**config.mk**
```make
export PLATFORM = sky130hd
export DESIGN_NAME = best_fit_heap_allocator_unit
export DESIGN_NICKNAME = d
export VERILOG_FILES = /design/src/rtl/bfa_pkg.sv /design/src/rtl/best_fit_heap_allocator_unit.sv /design/src/rtl/bfa_ram.sv /design/src/rtl/bfa_datapath.sv /design/src/rtl/bfa_ctrl.sv
export VERILOG_INCLUDE_DIRS = /design/src /design/src/rtl
export SDC_FILE = /design/constraint.sdc
export NUM_CORES = 2
export LEC_CHECK = 0
export ABC_AREA = 1
export BUFFER_PORTS_ARGS = -buffer_cell sky130_fd_sc_hd__buf_2
export CORE_AREA = 2 2 526 528
export CTS_CLUSTER_DIAMETER = 40
export DETAILED_ROUTE_END_ITERATION = 6
export DIE_AREA = 0 0 528 530
export GPL_ROUTABILITY_DRIVEN = 0
export SYNTH_ARGS = -nofsm -noshare
export SYNTH_HDL_FRONTEND = slang
export SYNTH_SLANG_ARGS = --single-unit
```
**constraint.sdc**
```tcl
create_clock -name clk -period 6.4 [get_ports clk]
set_input_delay 0.32 -clock clk [delete_from_list [all_inputs] [get_ports clk]]
set_output_delay 0.32 -clock clk [all_outputs]
set_load 0.03 [all_outputs]
```
**src/rtl/best_fit_heap_allocator_unit_macros.svh**
```systemverilog
// Assertion macros used by the allocator's controller.
`ifndef BEST_FIT_HEAP_ALLOCATOR_UNIT_MACROS_SVH
`define BEST_FIT_HEAP_ALLOCATOR_UNIT_MACROS_SVH
// Implication checked on every clock edge outside reset.
`define BFA_ASSERT_IMP(label, clk, rst, ante, cons, msg) \
  label: assert property (@(posedge clk) disable iff (rst) (ante) |-> (cons)) \
    else $error(msg);
// Implication whose consequent is checked in the cycle after the antecedent.
`define BFA_ASSERT_NEXT(label, clk, rst, ante, cons, msg) \
  label: assert property (@(posedge clk) disable iff (rst) (ante) |=> (cons)) \
    else $error(msg);
`endif

```
**src/rtl/bfa_pkg.sv**
```systemverilog
// Package with types, constants and codes of the heap allocator.
package bfa_pkg;
  localparam int HeapBytes = 65536;
  localparam int AlignBytes = 8;
  localparam int HeaderBytes = 16;
  localparam int MaxBlocks = 64;
  localparam int IdxW = $clog2(MaxBlocks);
  localparam int SizeW = 17;
  localparam int OfsW = 16;

  localparam logic [1:0] ST_OK = 2'd0;
  localparam logic [1:0] ST_NOFIT = 2'd1;
  localparam logic [1:0] ST_ZERO = 2'd2;
  localparam logic [1:0] ST_BADOFS = 2'd3;

  localparam logic FUNC_ALLOC = 1'b0;
  localparam logic FUNC_FREE = 1'b1;

  typedef struct packed {
    logic func;
    logic [16:0] want_bytes;
    logic [15:0] payload_offset;
  } req_t;

  typedef struct packed {
    logic [1:0] status;
    logic [15:0] result_offset;
    logic [16:0] free_total;
  } rsp_t;

  typedef enum logic [3:0] {
    S_IDLE, S_SCAN, S_SCAN_LAST, S_DECIDE, S_FSCAN, S_FSCAN_LAST,
    S_FDECIDE, S_MERGE, S_DONE
  } state_t;

  typedef struct packed {
    logic load;
    logic scan_clear;
    logic scan_restart;
    logic scan_step;
    logic alloc_commit;
    logic free_commit;
    logic merge;
    logic respond;
  } cmd_t;

  typedef struct packed {
    logic is_free;
    logic zero;
    logic scan_end;
  } sts_t;
endpackage

```
**src/rtl/best_fit_heap_allocator_unit.sv**
```systemverilog
// Top level: best-fit heap allocator with block coalescing.
// An allocate makes one pass, a free two passes, over the 64-entry block
// table; each pass reads the entries one by one through the read ports of
// the table RAMs, which share one read address.
// A new transaction is taken in the cycle after done; results cannot stall.
// Synchronous reset restores one free block spanning the heap.
module best_fit_heap_allocator_unit
  import bfa_pkg::*;
(
  input  logic clk,
  input  logic rst,
  input  logic start,
  input  req_t req,
  output logic busy,
  output logic done,
  output rsp_t rsp
);
  cmd_t cmd;
  sts_t sts;
  rsp_t rsp_int;

  bfa_ctrl u_ctrl (
    .clk(clk), .rst(rst), .start(start), .sts(sts), .busy(busy), .cmd(cmd),
    .strobe(done));
  bfa_datapath u_dp (
    .clk(clk), .rst(rst), .req(req), .cmd(cmd), .sts(sts), .rsp(rsp_int));

  assign rsp = rsp_int;
endmodule

```
**src/rtl/bfa_ram.sv**
```systemverilog
// Generic single-port-write RAM with one registered read port.
module bfa_ram #(
  parameter int Width = 8,
  parameter int Depth = 16
) (
  input  logic                     clk,
  input  logic                     we,
  input  logic [$clog2(Depth)-1:0] waddr,
  input  logic [Width-1:0]         wdata,
  input  logic [$clog2(Depth)-1:0] raddr,
  output logic [Width-1:0]         rdata
);
  logic [Width-1:0] mem [Depth];

  always_ff @(posedge clk) begin
    if (we) begin
      mem[waddr] <= wdata;
    end
    rdata <= mem[raddr];
  end
endmodule

```
**src/rtl/bfa_datapath.sv**
```systemverilog
// Datapath: block table, scan registers, best-fit and neighbour search.
module bfa_datapath
  import bfa_pkg::*;
(
  input  logic             clk,
  input  logic             rst,
  input  req_t             req,
  input  cmd_t             cmd,
  output sts_t             sts,
  output rsp_t             rsp
);
  req_t                 cur;
  logic [MaxBlocks-1:0] valid;
  logic [MaxBlocks-1:0] used;
  logic [IdxW:0]        ridx;
  logic [IdxW-1:0]      cidx;
  logic                 cval;
  logic [OfsW-1:0]      st_rd;
  logic [SizeW-1:0]     sz_rd;
  logic [SizeW-1:0]     free_sum;
  logic [SizeW:0]       need;
  logic                 best_ok;
  logic [IdxW-1:0]      best;
  logic [OfsW-1:0]      best_start;
  logic [SizeW-1:0]     best_size;
  logic                 spare_ok;
  logic [IdxW-1:0]      spare;
  logic                 hit_ok;
  logic [IdxW-1:0]      hit;
  logic [OfsW-1:0]      hit_start;
  logic [SizeW-1:0]     hit_size;
  logic                 prev_ok;
  logic [IdxW-1:0]      prev;
  logic [SizeW-1:0]     prev_size;
  logic                 next_ok;
  logic [IdxW-1:0]      next;
  logic [SizeW-1:0]     next_size;
  logic [1:0]           status;
  logic [OfsW-1:0]      rofs;
  logic                 we_s;
  logic [IdxW-1:0]      wa_s;
  logic [OfsW-1:0]      wd_s;
  logic                 we_z;
  logic [IdxW-1:0]      wa_z;
  logic [SizeW-1:0]     wd_z;
  logic [1:0]           mstep;
  logic [SizeW:0]       rem;
  logic                 fits;
  logic                 better;
  logic [SizeW:0]       st_end;
  logic [SizeW:0]       hit_end;
  logic [SizeW-1:0]     merged;
  logic                 s0_fresh;
  logic                 z0_fresh;

  // Table entry zero holds the whole heap after reset; other stores are
  // defined by the valid bits.
  bfa_ram #(.Width(OfsW), .Depth(MaxBlocks)) u_start (
    .clk(clk), .we(we_s), .waddr(wa_s), .wdata(wd_s), .raddr(ridx[IdxW-1:0]),
    .rdata(st_rd));
  bfa_ram #(.Width(SizeW), .Depth(MaxBlocks)) u_size (
    .clk(clk), .we(we_z), .waddr(wa_z), .wdata(wd_z), .raddr(ridx[IdxW-1:0]),
    .rdata(sz_rd));

  logic [OfsW-1:0]  e_start;
  logic [SizeW-1:0] e_size;
  assign e_start = ((cidx == '0) && s0_fresh) ? '0 : st_rd;
  assign e_size  = ((cidx == '0) && z0_fresh) ? SizeW'(HeapBytes) : sz_rd;

  assign fits   = cval && valid[cidx] && !used[cidx] && ({1'b0, e_size} >= need);
  assign better = !best_ok || (e_size < best_size) ||
                  ((e_size == best_size) && (e_start < best_start));
  assign st_end  = {2'b0, e_start} + {1'b0, e_size};
  assign hit_end = {2'b0, hit_start} + {1'b0, hit_size};
  assign rem     = {1'b0, best_size} - need;
  assign merged  = (next_ok ? hit_size + next_size : hit_size);

  assign sts.is_free  = cur.func;
  assign sts.zero     = (cur.want_bytes == '0);
  assign sts.scan_end = ridx[IdxW];

  assign rsp.status        = status;
  assign rsp.result_offset = rofs;
  assign rsp.free_total    = free_sum;

  always_comb begin
    we_s = 1'b0; wa_s = spare; wd_s = '0;
    we_z = 1'b0; wa_z = best;  wd_z = '0;
    if (cmd.alloc_commit && (cur.want_bytes != '0) && best_ok && spare_ok &&
        (rem > (SizeW + 1)'(2 * HeaderBytes))) begin
      we_s = 1'b1; wa_s = spare; wd_s = best_start + OfsW'(need);
      we_z = 1'b1; wa_z = spare; wd_z = rem[SizeW-1:0];
    end
    if (cmd.merge) begin
      case (mstep)
        2'd0: begin
          we_z = 1'b1; wa_z = best; wd_z = need[SizeW-1:0];
        end
        2'd1: begin
          we_z = 1'b1;
          wa_z = prev_ok ? prev : hit;
          wd_z = prev_ok ? prev_size + merged : merged;
        end
        default: begin
          we_z = 1'b0;
        end
      endcase
    end
  end

  always_ff @(posedge clk) begin
    if (rst) begin
      valid    <= MaxBlocks'(1);
      used     <= '0;
      free_sum <= SizeW'(HeapBytes);
      ridx     <= '0;
      cval     <= 1'b0;
      mstep    <= '0;
      s0_fresh <= 1'b1;
      z0_fresh <= 1'b1;
    end else begin
      cval <= 1'b0;
      if (we_s && (wa_s == '0)) s0_fresh <= 1'b0;
      if (we_z && (wa_z == '0)) z0_fresh <= 1'b0;
      if (cmd.load) begin
        cur  <= req;
        need <= ((SizeW + 1)'(req.want_bytes) + (SizeW + 1)'(HeaderBytes + AlignBytes - 1))
                & ~(SizeW + 1)'(AlignBytes - 1);
      end
      if (cmd.scan_clear) begin
        ridx <= '0; best_ok <= 1'b0; spare_ok <= 1'b0; hit_ok <= 1'b0;
        prev_ok <= 1'b0; next_ok <= 1'b0;
        status <= ST_OK; rofs <= '0;
        mstep <= 2'd2;
      end
      if (cmd.scan_restart) begin
        ridx <= '0;
      end
      if (cmd.scan_step) begin
        if (!ridx[IdxW]) begin
          ridx <= ridx + 1'b1;
          cval <= 1'b1;
        end
        cidx <= ridx[IdxW-1:0];
        if (cval) begin
          if (!cur.func) begin
            if (!valid[cidx] && !spare_ok) begin
              spare_ok <= 1'b1; spare <= cidx;
            end
            if (fits && better) begin
              best_ok <= 1'b1; best <= cidx;
              best_start <= e_start; best_size <= e_size;
            end
          end else if (!hit_ok && valid[cidx] && used[cidx] &&
                       ({1'b0, e_start} + OfsW'(HeaderBytes) ==
                        {1'b0, cur.payload_offset})) begin
            hit_ok <= 1'b1; hit <= cidx; hit_start <= e_start; hit_size <= e_size;
          end
        end
      end
      if (cmd.alloc_commit) begin
        if (cur.want_bytes == '0) begin
          status <= ST_ZERO;
        end else if (!best_ok) begin
          status <= ST_NOFIT;
        end else begin
          used[best] <= 1'b1;
          rofs <= best_start + OfsW'(HeaderBytes);
          if (spare_ok && (rem > (SizeW + 1)'(2 * HeaderBytes))) begin
            valid[spare] <= 1'b1;
            used[spare]  <= 1'b0;
            free_sum     <= free_sum - need[SizeW-1:0];
            mstep        <= 2'd0;
          end else begin
            free_sum <= free_sum - best_size;
            need     <= {1'b0, best_size};
            mstep    <= 2'd0;
          end
        end
      end
      // The free path reuses the scan with the hit fixed, searching neighbours.
      if (cmd.scan_step && cur.func && hit_ok && cval &&
          valid[cidx] && !used[cidx] && (cidx != hit)) begin
        if (st_end == {2'b0, hit_start}) begin
          prev_ok <= 1'b1; prev <= cidx; prev_size <= e_size;
        end
        if (hit_end == {2'b0, e_start}) begin
          next_ok <= 1'b1; next <= cidx; next_size <= e_size;
        end
      end
      if (cmd.free_commit) begin
        if (!hit_ok) begin
          status <= ST_BADOFS;
        end else begin
          used[hit] <= 1'b0;
          free_sum  <= free_sum + hit_size;
          mstep     <= 2'd1;
        end
      end
      if (cmd.merge) begin
        if (mstep == 2'd1) begin
          if (next_ok) valid[next] <= 1'b0;
          if (prev_ok) valid[hit] <= 1'b0;
        end
        mstep <= 2'd2;
      end
    end
  end
endmodule

```
**src/rtl/bfa_ctrl.sv**
```systemverilog
// Controller state machine sequencing the table scans and updates.
module bfa_ctrl
  import bfa_pkg::*;
(
  input  logic clk,
  input  logic rst,
  input  logic start,
  input  sts_t sts,
  output logic busy,
  output cmd_t cmd,
  output logic strobe
);
  `include "best_fit_heap_allocator_unit_macros.svh"
  state_t state, state_next;
  logic   second;
  logic   second_next;

  always_ff @(posedge clk) begin
    if (rst) begin
      state  <= S_IDLE;
      second <= 1'b0;
    end else begin
      state  <= state_next;
      second <= second_next;
    end
  end

  always_comb begin
    state_next  = state;
    second_next = second;
    cmd         = '0;
    busy        = (state != S_IDLE);
    strobe      = 1'b0;
    case (state)
      S_IDLE: begin
        if (start) begin
          cmd.load       = 1'b1;
          cmd.scan_clear = 1'b1;
          second_next    = 1'b0;
          state_next     = S_SCAN;
        end
      end
      S_SCAN: begin
        cmd.scan_step = 1'b1;
        if (sts.scan_end) state_next = S_SCAN_LAST;
      end
      S_SCAN_LAST: begin
        cmd.scan_step = 1'b1;
        state_next    = sts.is_free ? S_FDECIDE : S_DECIDE;
      end
      S_DECIDE: begin
        cmd.alloc_commit = 1'b1;
        state_next       = S_MERGE;
      end
      S_FDECIDE: begin
        if (!second) begin
          cmd.scan_restart = 1'b1;
          second_next      = 1'b1;
          state_next       = S_FSCAN;
        end else begin
          cmd.free_commit = 1'b1;
          state_next      = S_MERGE;
        end
      end
      S_FSCAN: begin
        cmd.scan_step = 1'b1;
        if (sts.scan_end) state_next = S_FSCAN_LAST;
      end
      S_FSCAN_LAST: begin
        cmd.scan_step = 1'b1;
        state_next    = S_FDECIDE;
      end
      S_MERGE: begin
        cmd.merge  = 1'b1;
        state_next = S_DONE;
      end
      S_DONE: begin
        strobe     = 1'b1;
        state_next = S_IDLE;
      end
      default: begin
        state_next = S_IDLE;
      end
    endcase
  end

  `BFA_ASSERT_NEXT(a_start_busy, clk, rst, (state == S_IDLE) && start, busy, "no busy")
  `BFA_ASSERT_IMP(a_strobe_busy, clk, rst, strobe, busy, "strobe while idle")
  `BFA_ASSERT_NEXT(a_strobe_idle, clk, rst, strobe, !busy, "busy after strobe")
endmodule
```
* Word level (Yosys, flattened, before mapping)
Memory sizes are Yosys's and may differ from the RTL's. A register that Yosys moved wholly into a read port is not among the register bits.
Cells that the tools add are included.
** Storage, ports and cells
- Bits in registers :: 373
- RAM bits :: 2112
- Bits of input ports :: 37
- Output and inout bits :: 37
- Logic and storage cells :: 270
- Memories :: 2
** Operators by class
- Add/subtract/negate cells :: 13
- $lt $le $gt $ge :: 13
- Equality and inequality tests :: 17
- Muxes and demuxes :: 122
- Bitwise operators :: 12
- Reductions and logical operators :: 57
** Memory list
- u_dp.u_size.mem :: words 64, width 17, read ports 1, clocked after memory_dff 1, write ports 1, line bfa_ram.sv:13 : logic [Width-1:0] mem [Depth];
- u_dp.u_start.mem :: words 64, width 16, read ports 1, clocked after memory_dff 1, write ports 1, line bfa_ram.sv:13
** Operators with widths (number)
- 2-to-1 mux 64 bit :: 19
- AND 64 bit :: 4
- NOT 64 bit :: 3
- 2-to-1 mux 17 bit :: 11
- OR 64 bit :: 2
- 2-to-1 mux 16 bit :: 6
- 2-to-1 mux 18 bit :: 5
- adder 17 bit :: 3
- 2-to-1 mux 1 bit :: 44
- adder 16 x 17 -> 18 bit :: 2
- == test 18 x 16 -> 1 bit :: 2
- less-than comparator 6 x 7 -> 1 bit (second input constant) :: 5
- case mux 17 bit (2 select lines) :: 1
- subtractor 17 bit :: 2
- 2-to-1 mux 2 bit :: 16
- case mux 4 bit (8 select lines) :: 1
- logical AND 1 bit :: 28
- 2-to-1 mux 7 bit :: 4
- demux 1 bit (select 6 bit) :: 4
- greater-or-equal comparator 6 x 1 -> 1 bit (second input constant) :: 4
- adder 17 x 5 -> 18 bit (second input constant) :: 1
- greater-or-equal comparator 17 x 18 -> 1 bit :: 1
- > comparator 18 x 6 -> 1 bit (second input constant) :: 1
- zero test 6 bit :: 3
- 37 further kinds :: 62

* Logic depth before layout (Yosys ltp)
- Depth after elaboration :: 19
- Depth in mapped cells :: 39

* Modules after synthesis
From an unflattened synthesis, not the netlist that was laid out.
** Unflattened totals
- Cell total of the unflattened synthesis :: 10953
- Area total of the unflattened synthesis :: 113314.9 um^2
** Modules (own cells, without submodules)
- bfa_ram at u_dp.u_size :: times used 1, cells an instance 3748, area each 44466.4 um^2, sequential area each 33011.7 um^2
- bfa_ram at u_dp.u_start :: times used 1, cells an instance 3517, area each 42099.1 um^2, sequential area each 31069.8 um^2
- bfa_datapath :: times used 1, cells an instance 3632, area each 26406.6 um^2, sequential area each 9479.1 um^2
- bfa_ctrl :: times used 1, cells an instance 56, area each 342.8 um^2, sequential area each 100.1 um^2

* Least setup slack after synthesis
OpenSTA, ideal clock, no wires.
- Path type :: register to register
- Start :: register u_dp.best_size[0]
- End :: memory u_dp.u_size.mem[0][15] in the netlist's numbering (data pin)
- Setup time :: 0.702 ns
- Data arrival time :: 4.883 ns
- Slack :: 0.815 ns
- Cell stages (with the launch flop) :: 20
- Buffers on the path :: 2
- Period minus slack after synthesis :: 5.585 ns
- Cell sequence :: edfxtp_1 -> inv_1 -> ha_1 -> inv_1 -> fa_1 -> nand3_1 -> nand3_2 -> nand2_1 -> nand2_1 -> nand3_1 -> nand2_1 -> nand2_1 -> nand2_1 -> nand3_1 -> nor2_2 -> nand2_4 -> nand3_4 -> buf_12 -> clkbuf_1 -> o21ai_0
** On the way
- Word-level cells in the longest chain between the ends :: 6
** RTL lines
- start, declared :: line bfa_datapath.sv:25 : logic [SizeW-1:0] best_size;
- start signal, assigned :: line bfa_datapath.sv:152 : best_start <= e_start; best_size <= e_size;
- subtractor 17 x 18 -> 18 bit (*) :: line bfa_datapath.sv:75 : assign rem = {1'b0, best_size} - need;
- > comparator 18 x 6 -> 1 bit :: line bfa_datapath.sv:90 : (rem > (SizeW + 1)'(2 * HeaderBytes))) begin
- logical AND 1 bit :: line bfa_datapath.sv:89 : if (cmd.alloc_commit && (cur.want_bytes != '0) && best_ok && spare_ok &&
- 2-to-1 mux 17 bit (*) :: line bfa_datapath.sv:89
- case mux 17 bit (2 select lines) :: line bfa_datapath.sv:95 : case (mstep)
- 2-to-1 mux 17 bit (*) :: line bfa_datapath.sv:94 : if (cmd.merge) begin
- via u_dp.u_size.wdata[15] :: line bfa_ram.sv:9 : input logic [Width-1:0] wdata,
- end, declared :: line bfa_ram.sv:13
The timed path passes the listed nets; every way through them passes the cells marked *.

* Final worst setup path
- Start :: register u_dp.best_size[0]
- End :: register u_dp.free_sum[16]
** On the way
- Word-level cells in the longest chain between the ends :: 9
** RTL lines
- subtractor 17 x 18 -> 18 bit :: line bfa_datapath.sv:75
- > comparator 18 x 6 -> 1 bit :: line bfa_datapath.sv:169 : if (spare_ok && (rem > (SizeW + 1)'(2 * HeaderBytes))) begin
- logical AND 1 bit :: line bfa_datapath.sv:169
- 2-to-1 mux 17 bit (*) :: line bfa_datapath.sv:169
- 2-to-1 mux 17 bit (*) :: line bfa_datapath.sv:164 : end else if (!best_ok) begin
- 2-to-1 mux 17 bit (*) :: line bfa_datapath.sv:162 : if (cur.want_bytes == '0) begin
- 2-to-1 mux 17 bit (*) :: line bfa_datapath.sv:161 : if (cmd.alloc_commit) begin
- 2-to-1 mux 17 bit :: line bfa_datapath.sv:192 : if (!hit_ok) begin
- 2-to-1 mux 17 bit (*) :: line bfa_datapath.sv:191 : if (cmd.free_commit) begin
- end signal, assigned :: line bfa_datapath.sv:172 : free_sum <= free_sum - need[SizeW-1:0];
- end signal, assigned :: line bfa_datapath.sv:175 : free_sum <= free_sum - best_size;
- end signal, assigned :: line bfa_datapath.sv:196 : free_sum <= free_sum + hit_size;
- end, declared :: line bfa_datapath.sv:20 : logic [SizeW-1:0] free_sum;
Every way passes the cells marked *; elsewhere a longest branch is shown, timed or not.
A chain may end at the register's enable or synchronous reset.

==> run metrics <==
status=finished, violations left; failing checks=design-rule violations; crit share post-route=roughly nine tenths; die area=around 280000 um^2; Rel. slew slack=~2.9%; mean post-synth cell area=~12 um^2; Initial Util=between 30% and 40%; nets=slightly below 10000; Final Power=around 45 mW; DR vias=78450; YS warnings=0; slowest CP cell=fa_1; Compound-Gate Fraction of Synth Area=between 10% and 20%; chip height=530 um; fmax=~0.17 GHz; DRC=5; H-tree levels=5; Adder-Cell Fraction of Synth Area=under 10%; GRT busiest layer=met2; total wire length=between 300000 and 400000 um; CP dominant cell by count=nand2_1; gr ovfl total=0; setup bufs post-CTS=0; dominant combinational cell family by area after synthesis=compound AO/OA/AOI/OAI gates; hold_ws=approximately 0.15 ns; Area Growth Syn to Fin=15.80%; top_reg_cell synth=edfxtp_1; fin crit period=around 5.8 ns; Max Cap Viol=0; Pins Over Slew Limit=0; Clock Skew=approximately 0.074 ns; mapped cell area=around 110000 um^2; 1st-iter DRT viols=10510; worst slack at placement=0.7015 ns; CP max stage delay=approximately 0.46 ns; vias in the first global route=roughly 75000; Worst R2R Start=u_dp.best_size[0]; Site Rows=193; non-filler instance count after layout=13280; All-Layer GR Usage=24.02%; min setup slack post-route=0.6100 ns; via/cell ratio=between 5 and 6; DP Wirelength=210100 um; Post-Synth Simple-Gate Area=a little under an eighth; first-pass GRT wire length=between 500000 and 600000 um; Worst Path Required=just over 7 ns; Clock Sinks=about 2500; Post-synth EDFFs=2323; cell count after synthesis=between 9000 and 10000; worst skew pair latency=approximately 0.9 ns; Finish-stage setup viols=0; # IOs=74; Synth async-reset ratio=0%; XOR/XNOR share of the synthesized area=less than 1%; M2 GR Usage=between 30% and 40%; clock buffer depth=4; IO buf count=73; clock root buffer=clkbuf_16; M1 GR Usage=33.29%; CP Max Fanout=33; Worst setup endpoint=u_dp.free_sum[16]; R2R cell count=38; Seq/Total Area, Yosys=between 60 and 70%; R2R setup slack=approximately 0.6 ns; TNS Setup=0 ns; arrival time worst endpoint=approximately 6.5 ns; FF-to-FF End=u_dp.free_sum[16]; drt wl/cell=roughly 26 um; Die Wd=roughly 530 um; Max rail drop VDD=between 0.3 and 0.4 mV; Worst Max-Slew Pin Slew=between 1 and 1.5 ns; synthesized flop and latch total=approximately 2500; placed insts=between 10000 and 15000; clk slew on worst S/H paths=about 0.060 ns; largest net degree at the start of global routing=approximately 190; layout cells sized above 1=between 10 and 15%; crit path from=u_dp.best_size[0]; met3 Resource Use GR=5.450%; critical path endpoint category=flop; hold_sp=req[5]; RSZ-0062 raised after global routing=no; initial antenna violation count=12; Synthesized Nets=roughly 9400; mux contribution to synthesized area=under 10%; antenna-violating nets left=0; kind of critical path=reg2reg; Num CTS Buffers=331; endpoints failing hold=0; Leakage=~40 nW; area of the core=between 200000 and 300000 um^2; worst min path class=in2reg; post-synth cell types=67; PD cells=around 360 nW/um^2; startpoint types=flop; CTS tree=built; drt pass-1 iters=7
==> critical path, delay by kind of cell (launching register included) <==
kind	cells	cell delay, ns
flops	1	0.39
buf+inv	4	0.46
simple gates	25	2.50
fa+ha+maj	4	1.24
compound gates	5	1.00
==> where the power goes <==
group	switching, mW	total (mW)	internal (mW)
sequential	0.266	18.3	18.1
clock	7.35	18.6	11.3
combinational	5.89	8.27	2.38
total	13.5	45.2	31.7
==> flip-flops by register name, indices dropped and copies added (netlist names), 17 cells and up <==
name	cells
u_dp.u_size.mem	1088
u_dp.u_start.mem	1024
u_dp.used	64
u_dp.valid	64
u_dp.cur	33
u_dp.need	18
u_dp.best_size	17
u_dp.free_sum	17
u_dp.hit_size	17
u_dp.next_size	17
u_dp.prev_size	17
u_dp.u_size.rdata	17
==> worst min path at each step <==
stage / to / slack (ns) / cells past startpoint
floorplan: u_dp.cidx[5] / 0.41 / 0
global placement: u_dp.z0_fresh / 0.44 / 2
detailed placement: u_dp.z0_fresh / 0.44 / 2
CTS: u_ctrl.state[1] / 0.07 / 5
global route: u_ctrl.state[1] / 0.14 / 5
finish: u_dp.cur[5] / 0.15 / 2
==> per-layer routing <==
metal | share of wire, % | routed length (um) | vias up
met4 | 4.2 | 14740 | 4
met2 | 44 | 152900 | 4169
met3 | 10 | 36110 | 791
li1 | - | - | 34520
met1 | 41 | 143300 | 38970
met5 | 0.0084 | 29 | -
==> logic make-up (layout without fill, tap and decap cells) <==
group,Yosys count,in the layout
xor+xnor,115,115
fa+ha+maj,188,188
other cells,0,3
compound gates,2084,2084
flops,2518,2518
mux,216,216
simple gates,3074,3074
buf+inv,1019,1472
==> cells in the mapped netlist, types with 12 or more instances <==
master        n  share of area (%)
dfxtp_1     195                3.6
nor3_1       84               0.38
a31oi_1      90               0.52
inv_2        12              0.041
nand4_1      40               0.23
ha_1        180                2.1
o21ai_0     801                3.7
nor2_1     1555                5.3
nor2_2       14              0.080
nand2_2      16              0.092
a221o_1      26               0.24
inv_1       446                1.5
mux2i_1     216                2.0
nand3_1     401                1.8
buf_1        53               0.18
clkbuf_1    457                1.6
o2111ai_1    12              0.096
o32ai_1     323                2.6
or2_2        12              0.069
o221ai_1    261                2.1
nand2_1     880                3.0
xor2_1       72               0.58
edfxtp_1   2323                 64
xnor2_1      43               0.34
o22ai_1      49               0.28
o211ai_1     72               0.49
a21oi_1     366                1.7
buf_2        32               0.15
==> per-stage QoR <==
stage | area [um^2] | util, %
after floorplan | 109300 | -
after global placement | 115200 | 41.90
after detailed placement | 115200 | 41.90
after CTS | 126600 | 46.07
after global routing | 126600 | 46.07
final | 126600 | 46.07
==> cell usage in the layout, fill, tap and decap left out, types with 88 or more instances in the layout <==
cell type | synthesis | routed
o221ai_1 | 261 | 261
nand2_1 | 880 | 874
mux2i_1 | 216 | 216
edfxtp_1 | 2323 | 2323
nor2_1 | 1555 | 1467
inv_1 | 446 | 445
nor2_2 | 14 | 88
o21ai_0 | 801 | 796
dfxtp_1 | 195 | 190
a31oi_1 | 90 | 89
o32ai_1 | 323 | 323
a21oi_1 | 366 | 363
ha_1 | 180 | 180
buf_4 | 3 | 270
clkbuf_16 | 0 | 342
nand3_1 | 401 | 401
==> layout make-up <==
type,instances,area (um^2)
clock buffer,391,8802
clock inverter,206,2288
inverter,473,1810
timing repair buffer,402,3238
fill,24280,148200
sequential,2518,73670
multi-input combinational,5677,32270
tap,3607,4513
antenna,3,7.507
==> what timing repair did <==
action                     CTS  global route
hold buffers                35             0
setup endpoints to repair    0             1
hold endpoints to repair    48             0
gates resized for setup      0             1
(Power assumes the default switching activity.)
